**config.mk**
```make
export PLATFORM = sky130hd
export DESIGN_NAME = template_tag_tokenizer
export DESIGN_NICKNAME = d
export VERILOG_FILES = /design/src/ttt_pkg.sv /design/src/ttt_lexer.sv /design/src/ttt_fifo.sv /design/src/template_tag_tokenizer.sv
export SDC_FILE = /design/constraint.sdc
export NUM_CORES = 1
export LEC_CHECK = 0
export BUFFER_PORTS_ARGS = -buffer_cell sky130_fd_sc_hd__buf_2
export CAP_MARGIN = 25
export CORE_MARGIN = 3
export CORE_UTILIZATION = 50
export DETAILED_ROUTE_END_ITERATION = 12
export GPL_ROUTABILITY_DRIVEN = 1
export PLACE_DENSITY = 0.69
export SYNTH_ARGS = -nofsm -noshare
export SYNTH_HDL_FRONTEND = slang
export SYNTH_SLANG_ARGS = --single-unit
```
**constraint.sdc**
```tcl
create_clock -name clk_i -period 5.65 [get_ports clk_i]
set_clock_uncertainty 0.15 [all_clocks]
set_input_delay 0.2825 -clock clk_i [delete_from_list [all_inputs] [get_ports clk_i]]
set_output_delay 0.2825 -clock clk_i [all_outputs]
set_load 0.02 [all_outputs]
```
**src/ttt_pkg.sv**
```systemverilog
// Shared types and constants for the template tag tokenizer.
// Holds the token record, the result-slot bundle and the size constants.
// No dependencies.
package ttt_pkg;

  // Field widths of a token record.
  localparam int unsigned POS_W  = 21;
  localparam int unsigned LINE_W = 20;

  // Offsets saturate at the smaller of the document limit and the field maximum.
  localparam longint unsigned MAX_DOC_BYTES = 64'd1048576;
  localparam logic [POS_W-1:0] FIELD_MAX = '1;
  localparam logic [POS_W-1:0] POS_CAP =
      (MAX_DOC_BYTES < 64'(FIELD_MAX)) ? POS_W'(MAX_DOC_BYTES) : FIELD_MAX;
  localparam logic [LINE_W-1:0] LINE_CAP = '1;

  // One input item causes at most this many results.
  localparam int unsigned MAX_RESULTS = 3;

  // Result queue sizing.
  localparam int unsigned FIFO_DEPTH = 4;
  localparam int unsigned PTR_W      = $clog2(FIFO_DEPTH);
  localparam int unsigned CNT_W      = PTR_W + 1;

  // Token kinds as they appear on the output.
  typedef enum logic [3:0] {
    K_TEXT       = 4'd0,
    K_VAR_OPEN   = 4'd1,
    K_VAR_CLOSE  = 4'd2,
    K_STMT_OPEN  = 4'd3,
    K_STMT_CLOSE = 4'd4,
    K_CMT_OPEN   = 4'd5,
    K_CMT_CLOSE  = 4'd6,
    K_IDENT      = 4'd7,
    K_NUMBER     = 4'd8,
    K_STRING     = 4'd9,
    K_ILLEGAL    = 4'd10,
    K_END        = 4'd11
  } kind_e;

  // One token descriptor.
  typedef struct packed {
    kind_e             kind;
    logic [POS_W-1:0]  start;
    logic [POS_W-1:0]  len;
    logic [LINE_W-1:0] line;
    logic              last;
  } token_t;

  // Results of one item, in order, with a valid bit per slot.
  typedef struct packed {
    logic [MAX_RESULTS-1:0] valid;
    token_t [MAX_RESULTS-1:0] slot;
  } push_t;

endpackage

```
**src/ttt_lexer.sv**
```systemverilog
// Scanner state and per-item decision logic of the template tag tokenizer.
// Produces up to three ordered token records for each accepted item.
// Depends on ttt_pkg.
module ttt_lexer
  import ttt_pkg::*;
(
  input  logic       clk_i,
  input  logic       rst_ni,
  input  logic       accept_i,
  input  logic [7:0] data_byte_i,
  input  logic       end_of_input_i,
  output push_t      push_o
);

  typedef enum logic [2:0] {
    SM_IDLE   = 3'd0,
    SM_TEXT   = 3'd1,
    SM_IDENT  = 3'd2,
    SM_NUMBER = 3'd3,
    SM_STRING = 3'd4,
    SM_HELD   = 3'd5
  } scan_e;

  localparam logic [7:0] CH_LBRACE = 8'h7B;
  localparam logic [7:0] CH_RBRACE = 8'h7D;
  localparam logic [7:0] CH_PCT    = 8'h25;
  localparam logic [7:0] CH_HASH   = 8'h23;
  localparam logic [7:0] CH_USCORE = 8'h5F;
  localparam logic [7:0] CH_LF     = 8'h0A;
  localparam logic [7:0] CH_CR     = 8'h0D;
  localparam logic [7:0] CH_TAB    = 8'h09;
  localparam logic [7:0] CH_SPACE  = 8'h20;
  localparam logic [7:0] CH_QUOTE  = 8'h22;

  function automatic logic [POS_W-1:0] sat_inc(input logic [POS_W-1:0] v);
    return (v < POS_CAP) ? v + POS_W'(1) : POS_CAP;
  endfunction

  function automatic logic [POS_W-1:0] sat_diff(input logic [POS_W-1:0] a,
                                                input logic [POS_W-1:0] b);
    return (a > b) ? a - b : '0;
  endfunction

  function automatic token_t mk_tok(input kind_e k, input logic [POS_W-1:0] s,
                                    input logic [POS_W-1:0] l,
                                    input logic [LINE_W-1:0] ln);
    token_t t;
    t.kind  = k;
    t.start = s;
    t.len   = l;
    t.line  = ln;
    t.last  = 1'b0;
    return t;
  endfunction

  // State registers.
  logic              in_tag_q, in_tag_d;
  scan_e             scan_q, scan_d;
  logic [7:0]        pend_byte_q, pend_byte_d;
  logic              pend_valid_q, pend_valid_d;
  logic [POS_W-1:0]  pos_q, pos_d;
  logic [POS_W-1:0]  start_q, start_d;
  logic [LINE_W-1:0] line_q, line_d;
  kind_e             held_kind_q, held_kind_d;
  logic [POS_W-1:0]  held_off_q, held_off_d;

  // Byte classes and derived values.
  logic [7:0]        c, b;
  logic              c_alpha, c_digit, c_ident, c_space, c_quote, c_start;
  logic              b_open;
  kind_e             open_kind;
  logic [POS_W-1:0]  pos_inc, end_pos;
  logic [LINE_W-1:0] line_inc;

  // Decision flags.
  logic              tag_beg, tag_fin, hold;
  kind_e             hold_kind;
  logic              hold_tag;
  push_t             push;

  assign c = pend_byte_q;
  assign b = data_byte_i;

  always_comb begin
    c_alpha = ((c >= 8'h61) && (c <= 8'h7A)) || ((c >= 8'h41) && (c <= 8'h5A));
    c_digit = (c >= 8'h30) && (c <= 8'h39);
    c_ident = c_alpha || c_digit || (c == CH_USCORE);
    c_start = c_alpha || (c == CH_USCORE);
    c_space = (c == CH_SPACE) || (c == CH_TAB) || (c == CH_LF) || (c == CH_CR);
    c_quote = (c == CH_QUOTE);
    b_open  = (b == CH_LBRACE) || (b == CH_PCT) || (b == CH_HASH);
    if (b == CH_PCT) begin
      open_kind = K_STMT_OPEN;
    end else if (b == CH_HASH) begin
      open_kind = K_CMT_OPEN;
    end else begin
      open_kind = K_VAR_OPEN;
    end
    pos_inc  = sat_inc(pos_q);
    end_pos  = pend_valid_q ? pos_inc : '0;
    line_inc = ((b == CH_LF) && (line_q < LINE_CAP)) ? line_q + LINE_W'(1) : line_q;
  end

  // Next state and results for the item being accepted.
  always_comb begin
    kind_e k;
    logic  more;
    in_tag_d     = in_tag_q;
    scan_d       = scan_q;
    pend_byte_d  = pend_byte_q;
    pend_valid_d = pend_valid_q;
    pos_d        = pos_q;
    start_d      = start_q;
    line_d       = line_q;
    held_kind_d  = held_kind_q;
    held_off_d   = held_off_q;
    tag_beg      = 1'b0;
    tag_fin      = 1'b0;
    hold         = 1'b0;
    hold_kind    = K_VAR_OPEN;
    hold_tag     = 1'b0;
    push.valid   = '0;
    for (int i = 0; i < MAX_RESULTS; i++) begin
      push.slot[i] = mk_tok(K_TEXT, '0, '0, line_q);
    end
    k    = (scan_q == SM_IDENT) ? K_IDENT : K_NUMBER;
    more = (scan_q == SM_IDENT) ? c_ident : c_digit;

    if (accept_i && end_of_input_i) begin
      // End of document: flush the open token, then the end token.
      if (pend_valid_q) begin
        unique case (scan_q) inside
          SM_HELD: begin
            push.valid[0] = 1'b1;
            push.slot[0]  = mk_tok(held_kind_q, held_off_q, POS_W'(2), line_q);
          end
          SM_IDENT, SM_NUMBER: begin
            push.valid[0] = 1'b1;
            if (more) begin
              push.slot[0] = mk_tok(k, start_q, sat_diff(end_pos, start_q), line_q);
            end else begin
              push.slot[0] = mk_tok(k, start_q, sat_diff(pos_q, start_q), line_q);
              tag_fin      = 1'b1;
            end
          end
          SM_STRING: begin
            push.valid[0] = 1'b1;
            push.slot[0]  = mk_tok(K_STRING, start_q,
                                   sat_diff(c_quote ? pos_q : end_pos, start_q), line_q);
          end
          SM_TEXT: begin
            push.valid[0] = 1'b1;
            push.slot[0]  = mk_tok(K_TEXT, start_q, sat_diff(end_pos, start_q), line_q);
          end
          default: begin
            if (!in_tag_q) begin
              push.valid[0] = 1'b1;
              push.slot[0]  = mk_tok(K_TEXT, pos_q, sat_diff(end_pos, pos_q), line_q);
            end else begin
              tag_fin = 1'b1;
            end
          end
        endcase
      end
      // Last byte seen in tag mode with no lookahead left.
      if (tag_fin && !c_space) begin
        push.valid[1] = 1'b1;
        if (c_start) begin
          push.slot[1] = mk_tok(K_IDENT, pos_q, sat_diff(end_pos, pos_q), line_q);
        end else if (c_digit) begin
          push.slot[1] = mk_tok(K_NUMBER, pos_q, sat_diff(end_pos, pos_q), line_q);
        end else if (c_quote) begin
          push.slot[1] = mk_tok(K_STRING, end_pos, '0, line_q);
        end else begin
          push.slot[1] = mk_tok(K_ILLEGAL, pos_q, POS_W'(1), line_q);
        end
      end
      push.valid[2] = 1'b1;
      push.slot[2]  = mk_tok(K_END, end_pos, '0, line_q);
      // Back to the reset state for the next document.
      in_tag_d     = 1'b0;
      scan_d       = SM_IDLE;
      pend_byte_d  = '0;
      pend_valid_d = 1'b0;
      pos_d        = '0;
      start_d      = '0;
      line_d       = LINE_W'(1);
      held_kind_d  = K_TEXT;
      held_off_d   = '0;
    end else if (accept_i) begin
      // The new byte always becomes the pending byte.
      pos_d        = pend_valid_q ? pos_inc : pos_q;
      pend_byte_d  = b;
      pend_valid_d = 1'b1;
      line_d       = line_inc;
      if (pend_valid_q) begin
        unique case (scan_q) inside
          SM_HELD: begin
            push.valid[0] = 1'b1;
            push.slot[0]  = mk_tok(held_kind_q, held_off_q, POS_W'(2), line_inc);
            scan_d        = SM_IDLE;
          end
          SM_IDENT, SM_NUMBER: begin
            if (!more) begin
              push.valid[0] = 1'b1;
              push.slot[0]  = mk_tok(k, start_q, sat_diff(pos_q, start_q), line_q);
              scan_d        = SM_IDLE;
              tag_beg       = 1'b1;
            end
          end
          SM_STRING: begin
            if (c_quote) begin
              push.valid[0] = 1'b1;
              push.slot[0]  = mk_tok(K_STRING, start_q, sat_diff(pos_q, start_q), line_inc);
              scan_d        = SM_IDLE;
            end
          end
          SM_TEXT: begin
            if ((c == CH_LBRACE) && b_open) begin
              push.valid[0] = 1'b1;
              push.slot[0]  = mk_tok(K_TEXT, start_q, sat_diff(pos_q, start_q), line_q);
              hold          = 1'b1;
              hold_kind     = open_kind;
              hold_tag      = 1'b1;
            end
          end
          default: begin
            if (in_tag_q) begin
              tag_beg = 1'b1;
            end else if ((c == CH_LBRACE) && b_open) begin
              hold      = 1'b1;
              hold_kind = open_kind;
              hold_tag  = 1'b1;
            end else begin
              start_d = pos_q;
              scan_d  = SM_TEXT;
            end
          end
        endcase
      end
      // Tag mode with no token open: classify the pending byte.
      if (tag_beg) begin
        scan_d = SM_IDLE;
        if (c_space) begin
          scan_d = SM_IDLE;
        end else if ((b == CH_RBRACE) && (c == CH_RBRACE)) begin
          hold      = 1'b1;
          hold_kind = K_VAR_CLOSE;
        end else if ((b == CH_RBRACE) && (c == CH_PCT)) begin
          hold      = 1'b1;
          hold_kind = K_STMT_CLOSE;
        end else if ((b == CH_RBRACE) && (c == CH_HASH)) begin
          hold      = 1'b1;
          hold_kind = K_CMT_CLOSE;
        end else if ((c == CH_LBRACE) && b_open) begin
          hold      = 1'b1;
          hold_kind = open_kind;
          hold_tag  = 1'b1;
        end else if (c_start) begin
          start_d = pos_q;
          scan_d  = SM_IDENT;
        end else if (c_digit) begin
          start_d = pos_q;
          scan_d  = SM_NUMBER;
        end else if (c_quote) begin
          start_d = pos_inc;
          scan_d  = SM_STRING;
        end else begin
          push.valid[1] = 1'b1;
          push.slot[1]  = mk_tok(K_ILLEGAL, pos_q, POS_W'(1), line_q);
        end
      end
      // A delimiter is held and reported with the next item.
      if (hold) begin
        held_kind_d = hold_kind;
        held_off_d  = pos_q;
        in_tag_d    = hold_tag;
        scan_d      = SM_HELD;
      end
    end
  end

  // Flag the final result of the item.
  always_comb begin
    logic seen;
    push_o = push;
    seen   = 1'b0;
    for (int i = MAX_RESULTS - 1; i >= 0; i--) begin
      push_o.slot[i].last = push.valid[i] && !seen;
      seen                = seen || push.valid[i];
    end
  end

  // Scanner state.
  always_ff @(posedge clk_i or negedge rst_ni) begin
    if (!rst_ni) begin
      in_tag_q     <= 1'b0;
      scan_q       <= SM_IDLE;
      pend_byte_q  <= '0;
      pend_valid_q <= 1'b0;
      pos_q        <= '0;
      start_q      <= '0;
      line_q       <= LINE_W'(1);
      held_kind_q  <= K_TEXT;
      held_off_q   <= '0;
    end else begin
      in_tag_q     <= in_tag_d;
      scan_q       <= scan_d;
      pend_byte_q  <= pend_byte_d;
      pend_valid_q <= pend_valid_d;
      pos_q        <= pos_d;
      start_q      <= start_d;
      line_q       <= line_d;
      held_kind_q  <= held_kind_d;
      held_off_q   <= held_off_d;
    end
  end

`ifndef SYNTH
  // Exactly one result carries the last flag whenever an item causes results.
  assert property (@(posedge clk_i) disable iff (!rst_ni)
    (|push_o.valid) |-> ($countones({push_o.slot[2].last, push_o.slot[1].last,
                                     push_o.slot[0].last}) == 1))
    else $error("ttt_lexer: last flag not unique");

  // The end token appears exactly for end items.
  assert property (@(posedge clk_i) disable iff (!rst_ni)
    push_o.valid[2] == (accept_i && end_of_input_i))
    else $error("ttt_lexer: end token mismatch");

  // An end item returns the scanner to its reset state.
  assert property (@(posedge clk_i) disable iff (!rst_ni)
    (accept_i && end_of_input_i) |=>
      (!pend_valid_q && (scan_q == SM_IDLE) && !in_tag_q && (line_q == LINE_W'(1))))
    else $error("ttt_lexer: state not cleared after end of input");
`endif

endmodule

```
**src/ttt_fifo.sv**
```systemverilog
// Result queue of the template tag tokenizer.
// Takes up to three ordered token records per cycle and hands out one per cycle while pop_i is high.
// Depends on ttt_pkg.
module ttt_fifo
  import ttt_pkg::*;
(
  input  logic   clk_i,
  input  logic   rst_ni,
  input  push_t  push_i,
  input  logic   pop_i,
  output logic   room_o,
  output logic   valid_o,
  output token_t head_o
);

  token_t           mem_q [FIFO_DEPTH];
  logic [PTR_W-1:0] wr_ptr_q, wr_ptr_d;
  logic [PTR_W-1:0] rd_ptr_q, rd_ptr_d;
  logic [CNT_W-1:0] count_q, count_d;
  logic [PTR_W-1:0] wr_idx [MAX_RESULTS];
  logic [1:0]       n_push;

  // Pack the valid slots into consecutive entries.
  always_comb begin
    logic [1:0] offs;
    offs = '0;
    for (int i = 0; i < MAX_RESULTS; i++) begin
      wr_idx[i] = wr_ptr_q + PTR_W'(offs);
      offs      = offs + 2'(push_i.valid[i]);
    end
    n_push = offs;
  end

  assign valid_o  = (count_q != '0);
  assign head_o   = mem_q[rd_ptr_q];
  assign room_o   = (count_q <= CNT_W'(FIFO_DEPTH - MAX_RESULTS));
  assign wr_ptr_d = wr_ptr_q + PTR_W'(n_push);
  assign rd_ptr_d = rd_ptr_q + PTR_W'(pop_i && valid_o);
  assign count_d  = count_q + CNT_W'(n_push) - CNT_W'(pop_i && valid_o);

  // Entry storage.
  always_ff @(posedge clk_i) begin
    for (int i = 0; i < MAX_RESULTS; i++) begin
      if (push_i.valid[i]) begin
        mem_q[wr_idx[i]] <= push_i.slot[i];
      end
    end
  end

  // Pointers and fill count.
  always_ff @(posedge clk_i or negedge rst_ni) begin
    if (!rst_ni) begin
      wr_ptr_q <= '0;
      rd_ptr_q <= '0;
      count_q  <= '0;
    end else begin
      wr_ptr_q <= wr_ptr_d;
      rd_ptr_q <= rd_ptr_d;
      count_q  <= count_d;
    end
  end

`ifndef SYNTH
  // Results are only written while there is room for a whole item.
  assert property (@(posedge clk_i) disable iff (!rst_ni)
    (|push_i.valid) |-> room_o)
    else $error("ttt_fifo: push without room");

  // The fill count stays within the depth.
  assert property (@(posedge clk_i) disable iff (!rst_ni)
    count_q <= CNT_W'(FIFO_DEPTH))
    else $error("ttt_fifo: overflow");

  // The fill count follows pushes and pops.
  assert property (@(posedge clk_i) disable iff (!rst_ni)
    1'b1 |=> (count_q == $past(count_q) + CNT_W'($past(n_push))
              - CNT_W'($past(pop_i && valid_o))))
    else $error("ttt_fifo: count mismatch");
`endif

endmodule

```
**src/template_tag_tokenizer.sv**
```systemverilog
// Template tag tokenizer: one template byte per item, token descriptors out.
// Latency: with an empty queue, the first result of an item is offered in the cycle
// after it is accepted.
// Throughput: one item per cycle while ready is high; results leave a four-entry queue one per cycle
// while the receiver is ready, so an item with several results holds the output until all have left.
// Ready is high while the queue holds at most one result.
// Reset clears the scanner to text mode, line 1, offset 0, and empties the queue.
module template_tag_tokenizer
  import ttt_pkg::*;
(
  input  logic        clk_i,
  input  logic        rst_ni,
  input  logic        in_valid_i,
  output logic        in_ready_o,
  input  logic [7:0]  data_byte_i,
  input  logic        end_of_input_i,
  output logic        out_valid_o,
  input  logic        out_ready_i,
  output logic [3:0]  token_kind_o,
  output logic [20:0] start_offset_o,
  output logic [20:0] token_length_o,
  output logic [19:0] line_number_o,
  output logic        last_of_run_o
);

  logic   accept;
  push_t  push;
  token_t head;

  assign accept = in_valid_i && in_ready_o;

  // Scanner: decides each item against the pending byte.
  ttt_lexer u_lexer (
    .clk_i          (clk_i),
    .rst_ni         (rst_ni),
    .accept_i       (accept),
    .data_byte_i    (data_byte_i),
    .end_of_input_i (end_of_input_i),
    .push_o         (push)
  );

  // Result queue between the scanner and the output.
  ttt_fifo u_fifo (
    .clk_i   (clk_i),
    .rst_ni  (rst_ni),
    .push_i  (push),
    .pop_i   (out_ready_i),
    .room_o  (in_ready_o),
    .valid_o (out_valid_o),
    .head_o  (head)
  );

  assign token_kind_o   = head.kind;
  assign start_offset_o = head.start;
  assign token_length_o = head.len;
  assign line_number_o  = head.line;
  assign last_of_run_o  = head.last;

endmodule

```
==> results.md <==
* Sequential share of the synthesized area at 36.06%
* Mapped Area at 0.02723 mm²
* DR vias/cell at 6.936
* Die Y at 239.4 µm
* Reg2Reg Setup Slack at 0.22 ns
* Routed wire per std cell at 29.08 µm
* Synth Area per Inst at 8.695 µm²
* CP max FO at 7
* GRT Total Usage at 39.05%
* Most common cell in the netlist: nand2_1
* Largest net degree at the start of global routing at 61
* Crit-path cells: nand2b_4 > nor2_1 > inv_1 > buf_4 > ha_1 > inv_1 > fa_1 > a211oi_1 > o21a_1 > a21oi_1 > o211ai_1 > a31o_2 > o21ba_4 > o21a_1 > o311ai_2 > o31ai_4 > or4b_1 > o32ai_2 > nor3_1 > nor2_1
* Internal Power at 7.732 mW
* Area of the multi-input gates at 0.01623 mm²
* Post-Layout Cell Count at 3916
* PD cells at 464.6 mW/mm²
* Synth warnings at 0
* Data arrival, critical path at 5.80 ns
* Fmax at 0.1841 GHz
* Maximum VDD drop at 0.3613 mV
* Vias in the first global route at 25780
* Fin. Hold Viols at 0
* First-pass GRT wire length at 168000 µm
* Final HPWL DP at 82160 µm
* Antenna violations before repair at 5
* CTS H-tree depth at 2
* Hold WC Path Type: in2reg
* Commonest cells post-synth: nand2_1 (340), o21ai_0 (311), nor2_1 (298)
* Worst setup EP type: flop
* # setup viols final at 0
* Via count at 27160
* Slowest CP cell: or4b_1
* PortBufs at 81
* Slew Viols, Final at 0
* Worst setup path class: reg2reg
* Max-cap violation count at 0
* Die area at 0.05730 mm²
* Clock Power Share at 19.9%
* Final WL at 113900 µm
* Initial Util at 51.21%
* Hold Crit Depth at 5
* Placer congestion estimate at 1.053
* Count of cell types in the netlist at 100
* Worst hold start: in_valid_i
* Post-Route Setup TNS at 0 ns
* P&R area growth vs syn at 12.88%
* Slew margin rel. at 25.34%
* Dominant synthesized flop cell: edfxtp_1
* Reg power frac at 25.9%
* # fillers at 4725
* Clock Latency Late Sink at 0.59 ns
* RR Endpoint: u_fifo.mem_q[3][41]
* Slew of the pin with the lowest slew margin at 1.120 ns
* NetSw at 6.550 mW
* Synth top area cells: edfxtp_1 (20%), dfrtp_1 (9.6%), dfxtp_1 (6.5%), o21ai_0 (5.7%), mux4_2 (5.5%)
* DRC errors left at 0
* WHS Endpoint: u_lexer.start_q[0]
* CTS root buf: clkbuf_16
* Comb pwr share at 54.2%
* Nets@finish at 3271
* Finished Core Util at 57.80%
* Synth Register Bits at 374
* Placed cells at 3821
* Leakage at 11.97 nW
* Critical Path RT at 6.02 ns
* Worst Setup Start Kind: flop
* Core area at 0.05318 mm²
* Ports at 82
* Remaining global-route overflow at 0
* Post-DRT Antenna Nets at 0
* Starting DRT DRC Count at 3581
* R2r worst-path depth at 20
* EDFF count, synth at 180
* Cell count after synthesis at 3132
* Clock tree buffer depth at 3
* Total CTS buffers at 43
* CTS tree: built
* Switching portion of total power at 45.86%
* Crit path time final at 5.431 ns
* Worst Hold Slack at 0.2284 ns
* Die X at 239.4 µm
* Status: finished clean
* Share of layout cells above drive strength 1 at 15.14%
* Syn nets at 3213
* Worst r2r src: u_lexer.pos_q[20]
* Initial DRT Pass Iterations at 6
* Total power draw at 14.28 mW
* Post-synth top area share at 19.85%
* RSZ-0062 raised after global routing: false
* Synth area leader: edfxtp_1
* Post-synth ARST share at 28.34%
* Rows at 84
* Sequential Area at 0.009827 mm²
* Slowest Stage Delay on Critical Path at 0.50 ns
* Final worst-path cycle share at 96.12%
* Clock transition at path regs at 0.06 ns
* TritonCTS Sinks at 374
-- routing by layer --
| layer | track usage [%] | wire length [µm] | vias to the layer above |
|---|---|---|---|
| li1 | - | - | 11790 |
| met1 | 51.80 | 44640 | 13340 |
| met2 | 60.21 | 50060 | 1699 |
| met3 | 8.797 | 12370 | 330 |
| met4 | 19.94 | 6772 | 2 |
| met5 | 0 | 35 | - |
-- worst max path at each step --
stage | startpoint | endpoint | depth (start not counted)
after global routing | u_lexer.pos_q[0] | u_fifo.mem_q[3][37] | 19
after CTS | u_lexer.pos_q[0] | u_fifo.mem_q[3][41] | 19
after detailed placement | u_lexer.pos_q[0] | u_fifo.mem_q[3][41] | 19
after global placement | u_lexer.pos_q[0] | u_fifo.mem_q[2][41] | 19
final | u_lexer.pos_q[20] | u_fifo.mem_q[3][41] | 20
after floorplan | u_lexer.pos_q[20] | u_fifo.mem_q[0][37] | 25
-- flip-flops by register name, indices dropped and copies added (netlist names), 2 cells and up --
name,cells
u_lexer.held_kind_q,3
u_lexer.line_q,20
u_lexer.start_q,21
u_lexer.scan_q,3
u_fifo.rd_ptr_q,2
u_fifo.wr_ptr_q,2
u_lexer.c,8
u_fifo.count_q,3
u_fifo.mem_q,268
u_lexer.pos_q,21
u_lexer.held_off_q,21
-- through the flow --
stage	area (µm²)	setup WS [ns]
6_report	30740	0.2194
5_1_grt	30730	0.008144
4_1_cts	30650	0.03606
3_5_place_dp	29130	0.1075
3_3_place_gp	29110	0.03402
2_1_floorplan	27240	0.03922
-- timing repair --
action	in CTS	in global routing
setup endpoints to repair	0	48
gates resized for setup	0	11
hold endpoints to repair	69	6
hold buffers	10	1
buffers inserted	0	0
-- final cells by class --
class / instances / area share (%)
Multi-Input combinational cell: 2423 / 52.80
Sequential cell: 374 / 31.97
Timing Repair Buffer: 280 / 6.956
Clock buffer: 63 / 4.038
Tap cell: 688 / 2.800
Inverter: 68 / 0.8303
Clock inverter: 16 / 0.5780
Antenna cell: 4 / 0.03256
-- kinds of logic after synthesis --
kind of cell	after synthesis	share of synthesized area [%]
AOI/OAI and AO/OA	1099	26.29
and+or+nand+nor	961	16.32
adders and majority gates	75	3.551
buffers and inverters	335	4.792
DFF	374	36.06
muxes	118	7.443
xor gates and xnor gates	170	5.545
-- power groups by stage --
stage	logic (mW)	clock network (mW)	registers (mW)
after floorplan	4.97	0	3.43
after global placement	7.49	0	3.70
after detailed placement	7.50	0	3.72
after CTS	7.54	2.87	3.67
after global routing	8.16	2.97	3.73
final	7.74	2.84	3.70
-- worst max-delay path: cells and delay by family, from the launching register on --
family                     cells  cell delay [ns]
and+or+nand+nor                5             0.98
buffers and inverters          3             0.33
adders and majority gates      2             0.66
DFF                            1             0.41
AOI/OAI and AO/OA             10             2.82
-- cells in the final DEF (no fill, tap or decap), types with 21 or more instances in the layout --
master	count
a211oi_1	53
a21o_1	50
a21oi_1	220
a221o_1	25
a22o_1	49
a22oi_1	24
a31oi_1	48
and2_1	25
and3_1	21
buf_2	81
buf_4	171
clkbuf_16	43
dfrtp_1	102
dfxtp_1	88
edfxtp_1	180
ha_1	62
inv_1	68
mux2i_1	45
mux4_2	67
nand2_1	336
nand3_1	66
nand4_1	29
nor2_1	293
nor2b_1	25
nor3_1	43
o211ai_1	75
o21a_1	27
o21ai_0	307
o22ai_1	44
o31ai_1	31
xnor2_1	79
xor2_1	89
No activity file was read; power rests on OpenSTA's default activity.
